$ cat config.mk
export PLATFORM = sky130hd
export DESIGN_NAME = six_register_machine_execute
export DESIGN_NICKNAME = d
export VERILOG_FILES = /design/src/hdl/sixrm_pkg.sv /design/src/hdl/sixrm_ram.sv /design/src/hdl/sixrm_front.sv /design/src/hdl/sixrm_queue.sv /design/src/hdl/sixrm_back.sv /design/src/hdl/six_register_machine_execute.sv
export VERILOG_INCLUDE_DIRS = /design/src /design/src/hdl
export SDC_FILE = /design/constraint.sdc
export NUM_CORES = 2
export LEC_CHECK = 0
export BUFFER_PORTS_ARGS = -buffer_cell sky130_fd_sc_hd__buf_2
export CAP_MARGIN = 25
export CORE_MARGIN = 3
export CORE_UTILIZATION = 50
export DETAILED_ROUTE_END_ITERATION = 12
export PLACE_DENSITY = 0.69
export SETUP_SLACK_MARGIN = 0.1
export SYNTH_ARGS = -nofsm -noshare
export SYNTH_HDL_FRONTEND = slang
export SYNTH_HIERARCHICAL = 1
export SYNTH_SLANG_ARGS = --single-unit
$ cat constraint.sdc
create_clock -name i_clk -period 13.47 [get_ports i_clk]
set_input_delay 1.347 -clock i_clk [delete_from_list [all_inputs] [get_ports i_clk]]
set_output_delay 1.347 -clock i_clk [all_outputs]
set_load 0.005 [all_outputs]
$ cat src/hdl/six_register_machine_execute_defines.svh
// Assertion macros used by the back end of the six-register machine RTL.
`ifndef SIX_REGISTER_MACHINE_EXECUTE_DEFINES_SVH
`define SIX_REGISTER_MACHINE_EXECUTE_DEFINES_SVH

// Same-cycle implication, checked on every rising edge outside reset.
`define SIXRM_ASSERT_IMP(label, ante, cons, msg) \
    label: assert property (@(posedge i_clk) disable iff (!i_rst_n) (ante) |-> (cons)) \
        else $error(msg);

// Next-cycle implication, checked on every rising edge outside reset.
`define SIXRM_ASSERT_NXT(label, ante, cons, msg) \
    label: assert property (@(posedge i_clk) disable iff (!i_rst_n) (ante) |=> (cons)) \
        else $error(msg);

`endif

$ cat src/hdl/sixrm_pkg.sv
// Shared types, constants and helper functions of the six-register machine.
`timescale 1ns / 1ps
package sixrm_pkg;

    localparam int NUM_REGS_DEF = 6;
    localparam int IDX_W        = 4;   // register index width, covers up to 16 registers
    localparam int DATA_W       = 32;
    localparam int LEN_W        = 17;
    localparam int BIND_W       = 3;
    localparam int FUNC_W       = 4;
    localparam int CFG_IDX_W    = 2;
    localparam int CFG_DATA_W   = 32;
    localparam int QUEUE_DEPTH  = 2;

    // Opcodes
    typedef enum logic [FUNC_W-1:0] {
        F_ADDR = 4'd0,  F_ADDI = 4'd1,  F_MULR = 4'd2,  F_MULI = 4'd3,
        F_BANR = 4'd4,  F_BANI = 4'd5,  F_BORR = 4'd6,  F_BORI = 4'd7,
        F_SETR = 4'd8,  F_SETI = 4'd9,  F_GTIR = 4'd10, F_GTRI = 4'd11,
        F_GTRR = 4'd12, F_EQIR = 4'd13, F_EQRI = 4'd14, F_EQRR = 4'd15
    } t_func;

    // Configuration register indexes
    typedef enum logic [CFG_IDX_W-1:0] {
        CFG_IP_BINDING     = 2'd0,
        CFG_PROGRAM_LENGTH = 2'd1
    } t_cfg_idx;

    // Classified instruction as it travels from the front to the back
    typedef struct packed {
        t_func               func;
        logic                fault;
        logic                a_reg;
        logic                b_reg;
        logic [IDX_W-1:0]    a_idx;
        logic [IDX_W-1:0]    b_idx;
        logic [IDX_W-1:0]    d_idx;
        logic [DATA_W-1:0]   imm_a;
        logic [DATA_W-1:0]   imm_b;
    } t_op;

    // bit 0: operand A is a register, bit 1: operand B is a register
    function automatic logic [1:0] operand_kind(t_func f);
        logic [1:0] k;
        case (f)
            F_ADDR, F_MULR, F_BANR, F_BORR, F_GTRR, F_EQRR: k = 2'b11;
            F_ADDI, F_MULI, F_BANI, F_BORI, F_SETR, F_GTRI, F_EQRI: k = 2'b01;
            F_GTIR, F_EQIR: k = 2'b10;
            F_SETI: k = 2'b00;
            default: k = 2'b00;
        endcase
        return k;
    endfunction

    // Pointer outside [0, len) halts
    function automatic logic halt_test(logic [DATA_W-1:0] p, logic [LEN_W-1:0] len);
        logic [DATA_W-1:0] len_x;
        len_x = DATA_W'(len);
        return p[DATA_W-1] || (p >= len_x);
    endfunction

endpackage

$ cat src/hdl/sixrm_ram.sv
// Generic RAM: one write port, two registered read ports.
`timescale 1ns / 1ps
module sixrm_ram #(
    parameter int WIDTH = 32,
    parameter int DEPTH = 6
) (
    input  logic                     i_clk,
    input  logic                     i_we,
    input  logic [$clog2(DEPTH)-1:0] i_waddr,
    input  logic [WIDTH-1:0]         i_wdata,
    input  logic                     i_re,
    input  logic [$clog2(DEPTH)-1:0] i_raddr0,
    input  logic [$clog2(DEPTH)-1:0] i_raddr1,
    output logic [WIDTH-1:0]         o_rdata0,
    output logic [WIDTH-1:0]         o_rdata1
);

    logic [WIDTH-1:0] r_mem [DEPTH];
    logic [WIDTH-1:0] r_rdata0;
    logic [WIDTH-1:0] r_rdata1;

    always_ff @(posedge i_clk) begin
        if (i_we) begin
            r_mem[i_waddr] <= i_wdata;
        end
        if (i_re) begin
            r_rdata0 <= r_mem[i_raddr0];
            r_rdata1 <= r_mem[i_raddr1];
        end
    end

    assign o_rdata0 = r_rdata0;
    assign o_rdata1 = r_rdata1;

endmodule

$ cat src/hdl/sixrm_front.sv
// Front end: takes instructions and classifies operands and index faults.
`timescale 1ns / 1ps
module sixrm_front #(
    parameter int NUM_REGS = sixrm_pkg::NUM_REGS_DEF
) (
    input  logic                                 i_in_valid,
    output logic                                 o_in_ready,
    input  logic        [sixrm_pkg::FUNC_W-1:0]  i_func,
    input  logic signed [sixrm_pkg::DATA_W-1:0]  i_operand_a,
    input  logic signed [sixrm_pkg::DATA_W-1:0]  i_operand_b,
    input  logic        [sixrm_pkg::FUNC_W-1:0]  i_dest,
    input  logic        [sixrm_pkg::BIND_W-1:0]  i_bind,
    input  logic                                 i_q_full,
    output logic                                 o_push,
    output sixrm_pkg::t_op                       o_op
);

    import sixrm_pkg::*;

    localparam logic [DATA_W-1:0] NREG = DATA_W'(NUM_REGS);

    logic [1:0]  kind;
    logic        a_bad;
    logic        b_bad;
    logic        d_bad;
    logic        bind_bad;
    t_func       func;

    // Transfer whenever the queue has room
    assign o_in_ready = !i_q_full;
    assign o_push     = i_in_valid && !i_q_full;

    // Register index checks: negative operands compare as huge unsigned values
    always_comb begin
        func     = t_func'(i_func);
        kind     = operand_kind(func);
        a_bad    = kind[0] && ($unsigned(i_operand_a) >= NREG);
        b_bad    = kind[1] && ($unsigned(i_operand_b) >= NREG);
        d_bad    = DATA_W'(i_dest) >= NREG;
        bind_bad = DATA_W'(i_bind) >= NREG;

        o_op.func  = func;
        o_op.fault = a_bad || b_bad || d_bad || bind_bad;
        o_op.a_reg = kind[0];
        o_op.b_reg = kind[1];
        o_op.a_idx = i_operand_a[IDX_W-1:0];
        o_op.b_idx = i_operand_b[IDX_W-1:0];
        o_op.d_idx = IDX_W'(i_dest);
        o_op.imm_a = $unsigned(i_operand_a);
        o_op.imm_b = $unsigned(i_operand_b);
    end

endmodule

$ cat src/hdl/sixrm_queue.sv
// Short instruction queue between the front and the back.
`timescale 1ns / 1ps
module sixrm_queue #(
    parameter int DEPTH = sixrm_pkg::QUEUE_DEPTH
) (
    input  logic            i_clk,
    input  logic            i_rst_n,
    input  logic            i_push,
    input  sixrm_pkg::t_op  i_data,
    output logic            o_full,
    input  logic            i_pop,
    output logic            o_vld,
    output sixrm_pkg::t_op  o_data
);

    import sixrm_pkg::*;

    localparam int PW = $clog2(DEPTH);
    localparam int CW = $clog2(DEPTH + 1);

    t_op           r_mem [DEPTH];
    logic [PW-1:0] r_wr_ptr;
    logic [PW-1:0] r_rd_ptr;
    logic [CW-1:0] r_cnt;
    logic [PW-1:0] n_wr_ptr;
    logic [PW-1:0] n_rd_ptr;
    logic [CW-1:0] n_cnt;

    assign o_full = (r_cnt == CW'(DEPTH));
    assign o_vld  = (r_cnt != '0);
    assign o_data = r_mem[r_rd_ptr];

    // Pointer and fill count update
    always_comb begin
        n_wr_ptr = r_wr_ptr;
        n_rd_ptr = r_rd_ptr;
        n_cnt    = r_cnt;
        if (i_push) begin
            n_wr_ptr = (r_wr_ptr == PW'(DEPTH - 1)) ? '0 : r_wr_ptr + 1'b1;
        end
        if (i_pop) begin
            n_rd_ptr = (r_rd_ptr == PW'(DEPTH - 1)) ? '0 : r_rd_ptr + 1'b1;
        end
        case ({i_push, i_pop})
            2'b10:   n_cnt = r_cnt + 1'b1;
            2'b01:   n_cnt = r_cnt - 1'b1;
            default: n_cnt = r_cnt;
        endcase
    end

    always_ff @(posedge i_clk) begin
        if (!i_rst_n) begin
            r_wr_ptr <= '0;
            r_rd_ptr <= '0;
            r_cnt    <= '0;
        end else begin
            r_wr_ptr <= n_wr_ptr;
            r_rd_ptr <= n_rd_ptr;
            r_cnt    <= n_cnt;
        end
    end

    // Storage
    always_ff @(posedge i_clk) begin
        if (i_push) begin
            r_mem[r_wr_ptr] <= i_data;
        end
    end

endmodule

$ cat src/hdl/sixrm_back.sv
// Back end: register file read, execute, write back and result register.
`timescale 1ns / 1ps
`include "six_register_machine_execute_defines.svh"
module sixrm_back #(
    parameter int NUM_REGS = sixrm_pkg::NUM_REGS_DEF
) (
    input  logic                                 i_clk,
    input  logic                                 i_rst_n,
    input  logic                                 i_q_vld,
    input  sixrm_pkg::t_op                       i_q_op,
    output logic                                 o_q_pop,
    input  logic        [sixrm_pkg::BIND_W-1:0]  i_bind,
    input  logic        [sixrm_pkg::LEN_W-1:0]   i_len,
    input  logic                                 i_flush,
    output logic                                 o_out_valid,
    input  logic                                 i_out_ready,
    output logic signed [sixrm_pkg::DATA_W-1:0]  o_next_ip,
    output logic signed [sixrm_pkg::DATA_W-1:0]  o_written_value,
    output logic signed [sixrm_pkg::DATA_W-1:0]  o_reg_zero,
    output logic                                 o_halted,
    output logic                                 o_fault
);

    import sixrm_pkg::*;

    localparam int AW = $clog2(NUM_REGS);

    // Pipeline control
    logic              out_free;
    logic              s1_adv;
    logic              s2_exec;
    logic              r_s2_vld;
    t_op               r_s2_op;

    // Architectural state; the bound register is mirrored by r_ip - 1
    logic [DATA_W-1:0] r_ip;
    logic [DATA_W-1:0] r_reg0;
    logic              r_mir_vld;
    logic [NUM_REGS-1:0] r_ent_vld;

    // Last write, forwarded over the registered RAM read
    logic              r_fwd_vld;
    logic [IDX_W-1:0]  r_fwd_idx;
    logic [DATA_W-1:0] r_fwd_val;

    // Write port
    logic              wr_en;
    logic [IDX_W-1:0]  wr_idx;
    logic [DATA_W-1:0] wr_val;

    // Execute datapath
    logic [IDX_W-1:0]  bind_idx;
    logic [DATA_W-1:0] ram_a;
    logic [DATA_W-1:0] ram_b;
    logic [DATA_W-1:0] reg_a;
    logic [DATA_W-1:0] reg_b;
    logic [DATA_W-1:0] opa;
    logic [DATA_W-1:0] opb;
    logic [DATA_W-1:0] val;
    logic [DATA_W-1:0] nxt;
    logic [DATA_W-1:0] new_reg0;

    // Result register
    logic              r_out_vld;
    logic [DATA_W-1:0] r_nip;
    logic [DATA_W-1:0] r_wval;
    logic [DATA_W-1:0] r_reg0o;
    logic              r_halt;
    logic              r_fault;

    assign out_free = !r_out_vld || i_out_ready;
    assign s2_exec  = r_s2_vld && out_free;
    assign s1_adv   = i_q_vld && (!r_s2_vld || out_free);
    assign o_q_pop  = s1_adv;
    assign bind_idx = IDX_W'(i_bind);

    sixrm_ram #(
        .WIDTH (DATA_W),
        .DEPTH (NUM_REGS)
    ) u_rf (
        .i_clk    (i_clk),
        .i_we     (wr_en),
        .i_waddr  (wr_idx[AW-1:0]),
        .i_wdata  (wr_val),
        .i_re     (s1_adv),
        .i_raddr0 (i_q_op.a_idx[AW-1:0]),
        .i_raddr1 (i_q_op.b_idx[AW-1:0]),
        .o_rdata0 (ram_a),
        .o_rdata1 (ram_b)
    );

    // Operand fetch: bound register, then last write, then RAM, unwritten reads zero
    always_comb begin
        if (r_s2_op.a_idx == bind_idx) begin
            reg_a = r_ip;
        end else if (r_fwd_vld && (r_s2_op.a_idx == r_fwd_idx)) begin
            reg_a = r_fwd_val;
        end else if (r_ent_vld[r_s2_op.a_idx[AW-1:0]]) begin
            reg_a = ram_a;
        end else begin
            reg_a = '0;
        end
        if (r_s2_op.b_idx == bind_idx) begin
            reg_b = r_ip;
        end else if (r_fwd_vld && (r_s2_op.b_idx == r_fwd_idx)) begin
            reg_b = r_fwd_val;
        end else if (r_ent_vld[r_s2_op.b_idx[AW-1:0]]) begin
            reg_b = ram_b;
        end else begin
            reg_b = '0;
        end
        opa = r_s2_op.a_reg ? reg_a : r_s2_op.imm_a;
        opb = r_s2_op.b_reg ? reg_b : r_s2_op.imm_b;
    end

    // ALU, 32-bit wrap, signed compares
    always_comb begin
        case (r_s2_op.func)
            F_ADDR, F_ADDI: val = opa + opb;
            F_MULR, F_MULI: val = opa * opb;
            F_BANR, F_BANI: val = opa & opb;
            F_BORR, F_BORI: val = opa | opb;
            F_SETR, F_SETI: val = opa;
            F_GTIR, F_GTRI, F_GTRR: val = DATA_W'($signed(opa) > $signed(opb));
            F_EQIR, F_EQRI, F_EQRR: val = DATA_W'(opa == opb);
            default: val = '0;
        endcase
        nxt = (r_s2_op.d_idx == bind_idx) ? val + 1'b1 : r_ip + 1'b1;
        if (r_s2_op.d_idx == '0) begin
            new_reg0 = val;
        end else if (bind_idx == '0) begin
            new_reg0 = r_ip;
        end else begin
            new_reg0 = r_reg0;
        end
    end

    // Write port: execution, or materializing the old bound register on a rebind
    always_comb begin
        if (s2_exec && !r_s2_op.fault) begin
            wr_en  = 1'b1;
            wr_idx = r_s2_op.d_idx;
            wr_val = val;
        end else begin
            wr_en  = i_flush && r_mir_vld;
            wr_idx = bind_idx;
            wr_val = r_ip - 1'b1;
        end
    end

    // Control state
    always_ff @(posedge i_clk) begin
        if (!i_rst_n) begin
            r_s2_vld  <= 1'b0;
            r_out_vld <= 1'b0;
            r_ip      <= '0;
            r_reg0    <= '0;
            r_mir_vld <= 1'b0;
            r_ent_vld <= '0;
            r_fwd_vld <= 1'b0;
        end else begin
            if (s1_adv) begin
                r_s2_vld <= 1'b1;
            end else if (s2_exec) begin
                r_s2_vld <= 1'b0;
            end
            if (s2_exec) begin
                r_out_vld <= 1'b1;
            end else if (i_out_ready) begin
                r_out_vld <= 1'b0;
            end
            if (s2_exec && !r_s2_op.fault) begin
                r_ip      <= nxt;
                r_reg0    <= new_reg0;
                r_mir_vld <= 1'b1;
            end else if (i_flush) begin
                r_mir_vld <= 1'b0;
            end
            if (wr_en) begin
                r_ent_vld[wr_idx[AW-1:0]] <= 1'b1;
                r_fwd_vld <= 1'b1;
            end
        end
    end

    // Payload registers
    always_ff @(posedge i_clk) begin
        if (s1_adv) begin
            r_s2_op <= i_q_op;
        end
        if (wr_en) begin
            r_fwd_idx <= wr_idx;
            r_fwd_val <= wr_val;
        end
        if (s2_exec) begin
            if (r_s2_op.fault) begin
                r_nip   <= r_ip;
                r_wval  <= '0;
                r_reg0o <= r_reg0;
                r_halt  <= halt_test(r_ip, i_len);
                r_fault <= 1'b1;
            end else begin
                r_nip   <= nxt;
                r_wval  <= val;
                r_reg0o <= new_reg0;
                r_halt  <= halt_test(nxt, i_len);
                r_fault <= 1'b0;
            end
        end
    end

    assign o_out_valid     = r_out_vld;
    assign o_next_ip       = $signed(r_nip);
    assign o_written_value = $signed(r_wval);
    assign o_reg_zero      = $signed(r_reg0o);
    assign o_halted        = r_halt;
    assign o_fault         = r_fault;

    // Checks
    `SIXRM_ASSERT_NXT(a_fault_keeps_ip, s2_exec && r_s2_op.fault && !i_flush, $stable(r_ip), "fault changed the pointer")
    `SIXRM_ASSERT_NXT(a_exec_sets_mirror, s2_exec && !r_s2_op.fault, r_mir_vld, "mirror not set after execution")
    `SIXRM_ASSERT_IMP(a_write_source, wr_en, s2_exec || i_flush, "register write without a source")
    `SIXRM_ASSERT_IMP(a_fault_zero_value, r_out_vld && r_fault, r_wval == '0, "faulted result carries a value")

endmodule

$ cat src/hdl/six_register_machine_execute.sv
// Top level of the six-register machine: configuration, front, queue and back.
`timescale 1ns / 1ps
// Executes one instruction per input transfer on a small register machine whose
// instruction pointer is bound to a configurable register.
// Channels:
//   in  : i_in_valid/o_in_ready with func, operand_a, operand_b, dest.
//   out : o_out_valid/i_out_ready with next_ip, written_value, reg_zero,
//         halted and fault; exactly one result per instruction, in order.
//   cfg : i_cfg_valid/o_cfg_ready with i_cfg_index/i_cfg_data; index 0 sets
//         ip_binding, index 1 sets program_length, other indexes are dropped.
//         Write configuration only while no instruction is in flight.
// Pipeline: an input transfer is registered in the queue, read from the register
//   file into the execute stage, then executed into the result register.
// Throughput: one instruction per cycle while the receiver takes results; the
//   execute stage closes the register-file and pointer feedback without stalling.
// Reset: registers, pointer and configuration clear to zero; the block is
//   ready as soon as reset is released.
// Receiver stall: the result register holds, the execute stage and queue fill,
//   then o_in_ready drops until the receiver takes results again.
module six_register_machine_execute #(
    parameter int NUM_REGS = sixrm_pkg::NUM_REGS_DEF
) (
    input  logic                                    i_clk,
    input  logic                                    i_rst_n,
    input  logic                                    i_in_valid,
    output logic                                    o_in_ready,
    input  logic        [sixrm_pkg::FUNC_W-1:0]     i_func,
    input  logic signed [sixrm_pkg::DATA_W-1:0]     i_operand_a,
    input  logic signed [sixrm_pkg::DATA_W-1:0]     i_operand_b,
    input  logic        [sixrm_pkg::FUNC_W-1:0]     i_dest,
    output logic                                    o_out_valid,
    input  logic                                    i_out_ready,
    output logic signed [sixrm_pkg::DATA_W-1:0]     o_next_ip,
    output logic signed [sixrm_pkg::DATA_W-1:0]     o_written_value,
    output logic signed [sixrm_pkg::DATA_W-1:0]     o_reg_zero,
    output logic                                    o_halted,
    output logic                                    o_fault,
    input  logic                                    i_cfg_valid,
    output logic                                    o_cfg_ready,
    input  logic        [sixrm_pkg::CFG_IDX_W-1:0]  i_cfg_index,
    input  logic        [sixrm_pkg::CFG_DATA_W-1:0] i_cfg_data
);

    import sixrm_pkg::*;

    logic [BIND_W-1:0] r_bind;
    logic [LEN_W-1:0]  r_len;
    logic              cfg_we;
    logic              flush;
    logic              q_full;
    logic              q_push;
    logic              q_pop;
    logic              q_vld;
    t_op               fr_op;
    t_op               q_op;

    // Configuration registers
    assign o_cfg_ready = 1'b1;
    assign cfg_we      = i_cfg_valid;
    assign flush       = cfg_we && (t_cfg_idx'(i_cfg_index) == CFG_IP_BINDING);

    always_ff @(posedge i_clk) begin
        if (!i_rst_n) begin
            r_bind <= '0;
            r_len  <= '0;
        end else if (cfg_we) begin
            case (t_cfg_idx'(i_cfg_index))
                CFG_IP_BINDING:     r_bind <= i_cfg_data[BIND_W-1:0];
                CFG_PROGRAM_LENGTH: r_len  <= i_cfg_data[LEN_W-1:0];
                default: ;
            endcase
        end
    end

    sixrm_front #(
        .NUM_REGS (NUM_REGS)
    ) u_front (
        .i_in_valid  (i_in_valid),
        .o_in_ready  (o_in_ready),
        .i_func      (i_func),
        .i_operand_a (i_operand_a),
        .i_operand_b (i_operand_b),
        .i_dest      (i_dest),
        .i_bind      (r_bind),
        .i_q_full    (q_full),
        .o_push      (q_push),
        .o_op        (fr_op)
    );

    sixrm_queue #(
        .DEPTH (QUEUE_DEPTH)
    ) u_queue (
        .i_clk   (i_clk),
        .i_rst_n (i_rst_n),
        .i_push  (q_push),
        .i_data  (fr_op),
        .o_full  (q_full),
        .i_pop   (q_pop),
        .o_vld   (q_vld),
        .o_data  (q_op)
    );

    sixrm_back #(
        .NUM_REGS (NUM_REGS)
    ) u_back (
        .i_clk           (i_clk),
        .i_rst_n         (i_rst_n),
        .i_q_vld         (q_vld),
        .i_q_op          (q_op),
        .o_q_pop         (q_pop),
        .i_bind          (r_bind),
        .i_len           (r_len),
        .i_flush         (flush),
        .o_out_valid     (o_out_valid),
        .i_out_ready     (i_out_ready),
        .o_next_ip       (o_next_ip),
        .o_written_value (o_written_value),
        .o_reg_zero      (o_reg_zero),
        .o_halted        (o_halted),
        .o_fault         (o_fault)
    );

endmodule
# Word level (Yosys, flattened, before mapping)
# Memories as Yosys holds them, arrays and structs flattened. A register that Yosys moved wholly into a read port is not among the register bits.
# Cells that the tools add are included.
totals:
  ram_bits: 358
  mem_bits_ro: 32
  output_inout_bits: 101
  latchBits: 0
  n_memories: 3
  elab_cells: 160
  inputBits: 111
  ff_bits: 315
classes:
  shift: 0
  div: 0
  multipliers: 1
  magnitude_cmp: 11
  muxes: 40
  eq_ne: 25
  n_reduce_logical: 40
  bitwise: 3
  addsub: 8
mem_list:
  columns: ["memory", "words", "width", "read_ports", "rd_clocked_by_memory_dff", "wr", "line", "rtl"]
  rows:
  - ["u_back.u_rf.r_mem", 6, 32, 2, 2, 1, "sixrm_ram.sv:18", "logic [WIDTH-1:0] r_mem [DEPTH];"]
  - ["u_queue.r_mem", 2, 83, 1, 1, 1, "sixrm_queue.sv:21", "t_op r_mem [DEPTH];"]
  - ["(name not given)", 16, 2, 1, 0, 0, "sixrm_pkg.sv:45", "case (f)"]
op_table:
  columns: ["cell", "n"]
  rows:
  - ["$mux 32", 14]
  - ["$pmux 32 s7", 1]
  - ["$add 32x1->32 const B", 2]
  - ["$ge 32x17->1", 2]
  - ["$ge 32x3->1 const B", 2]
  - ["$add 32x32->32", 1]
  - ["$and 32x32->32", 1]
  - ["$eq 32x32->1", 1]
  - ["$eq 4x4->1 const B", 8]
  - ["$gt 32x32->1", 1]
  - ["$mul 32x32->32", 1]
  - ["$or 32x32->32", 1]
  - ["$sub 32x1->32 const B", 1]
  - ["$mux 1", 20]
  - ["$eq 4x3->1 const B", 4]
  - ["$eq 4x3->1", 3]
  - ["$logic_not 4->1", 3]
  - ["$lt 3x4->1 const B", 3]
  - ["$logic_and 1x1->1", 11]
  - ["$reduce_bool 2->1", 5]
  - ["$reduce_or 2->1", 5]
  - ["$eq 4x2->1 const B", 2]
  - ["$eq 4x4->1", 2]
  - ["$logic_or 1x1->1", 7]
  - ["other kinds (18)", 27]

# Depth between registers and ports, before layout
logic_depth:
  ltp_word: 13
  depth_mapped: 46
  depth_no_buf: 42

# Cells and area by module
# The synthesis kept the hierarchy.
modules_own_cells:
  columns: ["module", "instances", "seq_area_each_um2", "area_each_um2", "cells_each"]
  rows:
  - ["sixrm_back", 1, 7997.7, 35952.0, 4108]
  - ["sixrm_ram", 1, 7687.4, 10817.9, 485]
  - ["sixrm_queue", 1, 5084.9, 6200.9, 280]
  - ["sixrm_front", 1, 0.0, 882.1, 118]
  - ["six_register_machine_execute", 1, 400.4, 820.8, 87]

# Worst setup path before layout
# Ideal clock, no wire load.
synth_path:
  kind: "input to register"
  from: "in i_out_ready"
  to: "reg u_queue.r_cnt[1]"
  setup_slack_ns: -0.872
  required_ns: 13.400
  n_path_buf: 0
  setup_time_ns: 0.070
  t_arrival_ns: 14.272
  path_stages: 5
  cell_sequence: "nor2b_1 -> a21boi_0 -> ha_1 -> or3_1 -> a21boi_1"
synth_between:
  elab_chain_cells: 5
  word_cells_on_any_way: 7
  cone_classes: "2 x eq/ne; 1 x mux; 4 x reduce/logical"
synth_lines:
  columns: ["element", "line", "rtl"]
  rows:
  - ["start: declaration", "six_register_machine_execute.sv:32", "input logic i_out_ready,"]
  - ["$logic_or 1x1->1 *", "sixrm_back.sv:71", "assign out_free = !r_out_vld || i_out_ready;"]
  - ["$logic_or 1x1->1 *", "sixrm_back.sv:73", "assign s1_adv = i_q_vld && (!r_s2_vld || out_free);"]
  - ["$logic_and 1x1->1 *", "sixrm_back.sv:73", null]
  - ["named net q_pop", "six_register_machine_execute.sv:52", "logic q_pop;"]
  - ["$eq 2x1->1 / $eq 2x2->1 (equally long branches)", "sixrm_queue.sv:44", "case ({i_push, i_pop})"]
  - ["$pmux 2 s2 / $reduce_bool 2->1 (equally long branches)", null, null]
  - ["end signal: assignment", "sixrm_queue.sv:59", "r_cnt <= n_cnt;"]
  - ["end: declaration", "sixrm_queue.sv:24", "logic [CW-1:0] r_cnt;"]
# Mark *: on every way through the listed nets, which the timed path passes. The rest lies on a longest branch.
# A chain may end at the register's enable or synchronous reset.

# Worst setup path after layout
layout_path:
  from: "reg r_bind[2]"
  to: "reg u_back.r_halt, in the netlist u_back/o_halted (data pin)"
layout_between:
  elab_chain_cells: 10
  word_cells_on_any_way: 19
  cone_classes: "2 x add/sub; 1 x mul; 2 x order compare; 4 x eq/ne; 7 x mux; 2 x bitwise; 1 x reduce/logical"
layout_lines:
  columns: ["element", "line", "rtl"]
  rows:
  - ["start: declaration", "six_register_machine_execute.sv:46", "logic [BIND_W-1:0] r_bind;"]
  - ["start signal: assignment", "six_register_machine_execute.sv:68", "CFG_IP_BINDING: r_bind <= i_cfg_data[BIND_W-1:0];"]
  - ["$eq 4x3->1, on equally long branches", "sixrm_back.sv:94, sixrm_back.sv:103", null]
  - ["$mux 32, on equally long branches", "sixrm_back.sv:94, sixrm_back.sv:103", null]
  - ["$mux 32, on equally long branches", "sixrm_back.sv:112, sixrm_back.sv:113", null]
  - ["$mul 32x32->32 (tied with other cells)", "sixrm_back.sv:120", "F_MULR, F_MULI: val = opa * opb;"]
  - ["$pmux 32 s7", "sixrm_back.sv:118", "case (r_s2_op.func)"]
  - ["$add 32x1->32", "sixrm_back.sv:128", "nxt = (r_s2_op.d_idx == bind_idx) ? val + 1'b1 : r_ip + 1'b1;"]
  - ["$mux 32 *", "sixrm_back.sv:128", null]
  - ["named net u_back.nxt[13]", "sixrm_back.sv:60", "logic [DATA_W-1:0] nxt;"]
  - ["$ge 32x17->1 *", "sixrm_pkg.sv:59", "return p[DATA_W-1] || (p >= len_x);"]
  - ["$logic_or 1x1->1 *", "sixrm_pkg.sv:59", null]
  - ["$mux 1 *", "sixrm_back.sv:196", "if (r_s2_op.fault) begin"]
  - ["end signal: assignment", "sixrm_back.sv:200", "r_halt <= halt_test(r_ip, i_len);"]
  - ["end signal: assignment", "sixrm_back.sv:206", "r_halt <= halt_test(nxt, i_len);"]
  - ["end: declaration", "sixrm_back.sv:68", "logic r_halt;"]
# Marked as above.

==> out/results.ini <==
[min_path]
min_path_cells = 2
hold_end = r_len[11]$_SDFFE_PN0P_
hp-class = register to register
timing.hold.worst.start = r_len[11]$_SDFFE_PN0P_

[routing]
drc = 0
wl_per_cell_um = 28.6
first_pass_iters = 6
wl_um = 191000
drtIter0Drc = 5202
viasPerCell = 6.20
postRouteAntennaNets = 0
vias = 41500

[timing]
maxSlewHeadroom_pct = 14.1
hold_viol = 0
fin_skew_ps = 21.7
drv_slew = 0
setup_viol = 0
max_slew.worst_pin.slew_ps = 1280
period_needed_ps = 12640
finalCritPeriodShare_pct = 93.8
setup_tns_ps = 0
fmax_mhz = 79.1
rsz0062_at_grt = no

[floorplanning]
fp.dieH_um = 337
die_area_mm2 = 0.113
die_w_um = 337
io_pins = 212
core.rowCount = 120
core_mm2 = 0.108
start_util_pct = 50.7

[layout]
syn_to_final_growth_pct = 9.36
nets = 6000
register_area_mm2 = 0.0212
drive_gt1_share_pct = 17.4
fill_cells = 9219
multi_input_area_mm2 = 0.0296

[synth]
synth_cells = 5078
synthFlopType = edfxtp_1
ys_warn_count = 6
synth_seq_cells = 738
syn_area_per_cell_um2 = 10.8
seq_area_frac_synth_pct = 38.7
synth_nets = 5857
synth_edf_count = 639
synth_area_mm2 = 0.0547
ys_types = 117
async_reset_ff_share_pct = 0

[critical_path]
cp.arrival_ps = 13010
cp_max_fo = 15
reg2reg_from = r_bind[2]$_SDFFE_PN0P_
path_class = register to register
cpMostUsedCell = fa_1
worstSetupStartpointType = register
crit_buf_inv = 6
reg2reg_slack_ps = 830
end_kind = register
reg2reg_depth = 40
critPathRequiredTime_ps = 13840
cpPeakStageDelay_ps = 820
timing.rr.end = u_back/o_halted$_DFFE_PP_
crit_family = adder cells
crit_slowest_cell = inv_1

[grt]
grt_pass1_vias = 41600
busiest_layer = met2
grt_overflow = 0
use_met3_pct = 9.06
grt_pass1_wl_um = 278000
track_usage_pct = 33.7
grtUsageMet1_pct = 42.3
grt_antenna_before_repair = 7
met2_usage_pct = 52.1
grt_max_degree = 150

[clock_network]
clock-root-buffer = clkbuf_16
cts_htree_levels = 3
clock_sinks = 738
postCtsHoldBufs = 0
clock_latency_ps = 640
post_cts_buffers = 0
cts_tree = done
clkTransAtPathRegs_ps = 60
cts_resized = 0
cts_max_path_buffers = 3
numCtsBuffers = 71

[run_status]
status = complete, no violations

[place]
port_buffers = 195
gp_congestion = 1.05
dp_hpwl_um = 141000

[flow_run]
max-cap-violations = 0

## synth_stat cells (22+ instances only)
| master | number | area share [%] |
|---|---|---|
| o22ai_1 | 43 | 0.49 |
| xnor2_1 | 113 | 1.8 |
| fa_1 | 409 | 15 |
| edfxtp_1 | 639 | 35 |
| mux4_2 | 67 | 2.8 |
| dfxtp_1 | 99 | 3.6 |
| a21boi_0 | 23 | 0.32 |
| mux2i_1 | 42 | 0.77 |
| nand2b_1 | 29 | 0.33 |
| o21ai_0 | 177 | 1.6 |
| a31oi_1 | 36 | 0.41 |
| buf_2 | 34 | 0.31 |
| nand4_1 | 36 | 0.41 |
| inv_1 | 547 | 3.8 |
| ha_1 | 259 | 5.9 |
| clkbuf_1 | 187 | 1.3 |
| and2_1 | 51 | 0.58 |
| mux2_2 | 185 | 3.8 |
| mux2_1 | 44 | 0.91 |
| nor2_1 | 527 | 3.6 |
| buf_1 | 33 | 0.23 |
| nor3_1 | 49 | 0.45 |
| xor2_1 | 46 | 0.74 |
| buf_4 | 92 | 1.3 |
| o21a_1 | 22 | 0.30 |
| nand2_1 | 509 | 3.5 |
| nand3_1 | 83 | 0.76 |
| nor2b_1 | 28 | 0.32 |
| a21o_1 | 46 | 0.63 |
| a211oi_1 | 25 | 0.34 |
| a21oi_1 | 164 | 1.5 |
| nor4_1 | 29 | 0.33 |
## registers in the layout, indices dropped and copies added (netlist names), named ones only
name,flops
u_back/u_rf/r_mem,192
u_queue/r_mem,166
u_back/r_s2_op,83
u_back/o_next_ip,32
u_back/o_reg_zero,32
u_back/o_written_value,32
u_back/r_fwd_val,32
u_back/r_ip,32
u_back/r_reg0,32
u_back/u_rf/o_rdata0,32
u_back/u_rf/o_rdata1,32
r_len,17
u_back/r_ent_vld,6
u_back/r_fwd_idx,4
r_bind,3
u_queue/r_cnt,2
u_back/o_fault,1
u_back/o_halted,1
u_back/o_out_valid,1
u_back/r_fwd_vld,1
u_back/r_mir_vld,1
u_back/r_s2_vld,1
u_queue/r_rd_ptr,1
u_queue/r_wr_ptr,1
## per-stage QoR
| step | setup WS, ps | area (um2) | util [%] | cells | hold slack, ps |
|---|---|---|---|---|---|
| 6_report | 829 | 59800 | 55.5 | 6686 | 461 |
| 5_1_grt | 373 | 59800 | 55.4 | 6679 | 483 |
| 4_1_cts | 1190 | 59700 | 55.4 | 6675 | 460 |
| 3_5_place_dp | 1230 | 57500 | 53.3 | 6547 | 448 |
| 3_3_place_gp | 1400 | 57400 | 53.3 | 6542 | 446 |
| 2_1_floorplan | 2110 | 54700 | - | 5078 | 431 |
## logic make-up (layout without fill, tap and decap cells)
family | after synthesis | count (layout) | synth area share, %
and+or+nand+nor | 1457 | 1457 | 12.0
buffers and inverters | 934 | 1132 | 7.41
AOI/OAI and AO/OA | 775 | 775 | 9.79
DFF | 738 | 738 | 38.7
adders and majority gates | 668 | 668 | 20.9
muxes | 339 | 339 | 8.29
xor gates and xnor gates | 166 | 166 | 2.82
other | 1 | 8 | 0.00686
## worst reg2reg max path: cells and delay by family, from the launching register on
family | cells | cell delay [ps]
compound gates | 13 | 2960
buf+inv | 6 | 1230
simple gates | 10 | 2750
flops | 1 | 680
fa+ha+maj | 10 | 4520
xor+xnor | 1 | 230
## placed cells by master, fill, tap and decap left out, types with 98 or more instances in the layout
cell and count:
dfxtp_1 98, inv_1 547, nor2_1 524, o21ai_0 175, edfxtp_1 639, a21oi_1 164
nand2_1 507, fa_1 409, buf_4 235, buf_2 195, xnor2_1 113, mux2_2 184
ha_1 259
## layout make-up
type	count	share of cell area [%]
repair buffers	437	4.82
multi-input cells	3406	49.5
clock inverters	40	0.546
flip-flops and latches	738	35.4
clock buffers	88	3.18
well taps	1403	2.94
diodes	7	0.0293
inverters	567	3.56
## metal layers
| layer | routed length (um) | part of all wire, % |
|---|---|---|
| met2 | 85600 | 45 |
| met1 | 69300 | 36 |
| met3 | 22000 | 11 |
| met4 | 14300 | 7.5 |
| met5 | 13 | 0.0068 |
## worst max-delay path by stage
stage,startpoint,to,cells after the start
after floorplan,i_out_ready,u_back/u_rf/r_mem[4][0]$_DFFE_PP_,7
after global placement,r_bind[2]$_SDFFE_PN0P_,u_back/o_halted$_DFFE_PP_,41
after detailed placement,r_bind[2]$_SDFFE_PN0P_,u_back/o_halted$_DFFE_PP_,42
after CTS,r_bind[2]$_SDFFE_PN0P_,u_back/o_halted$_DFFE_PP_,42
after global routing,r_bind[2]$_SDFFE_PN0P_,u_back/o_halted$_DFFE_PP_,40
final,r_bind[2]$_SDFFE_PN0P_,u_back/o_halted$_DFFE_PP_,40
Power is not shown: default switching activity piles up to over one toggle a cycle in this logic, so the estimate is an artifact.
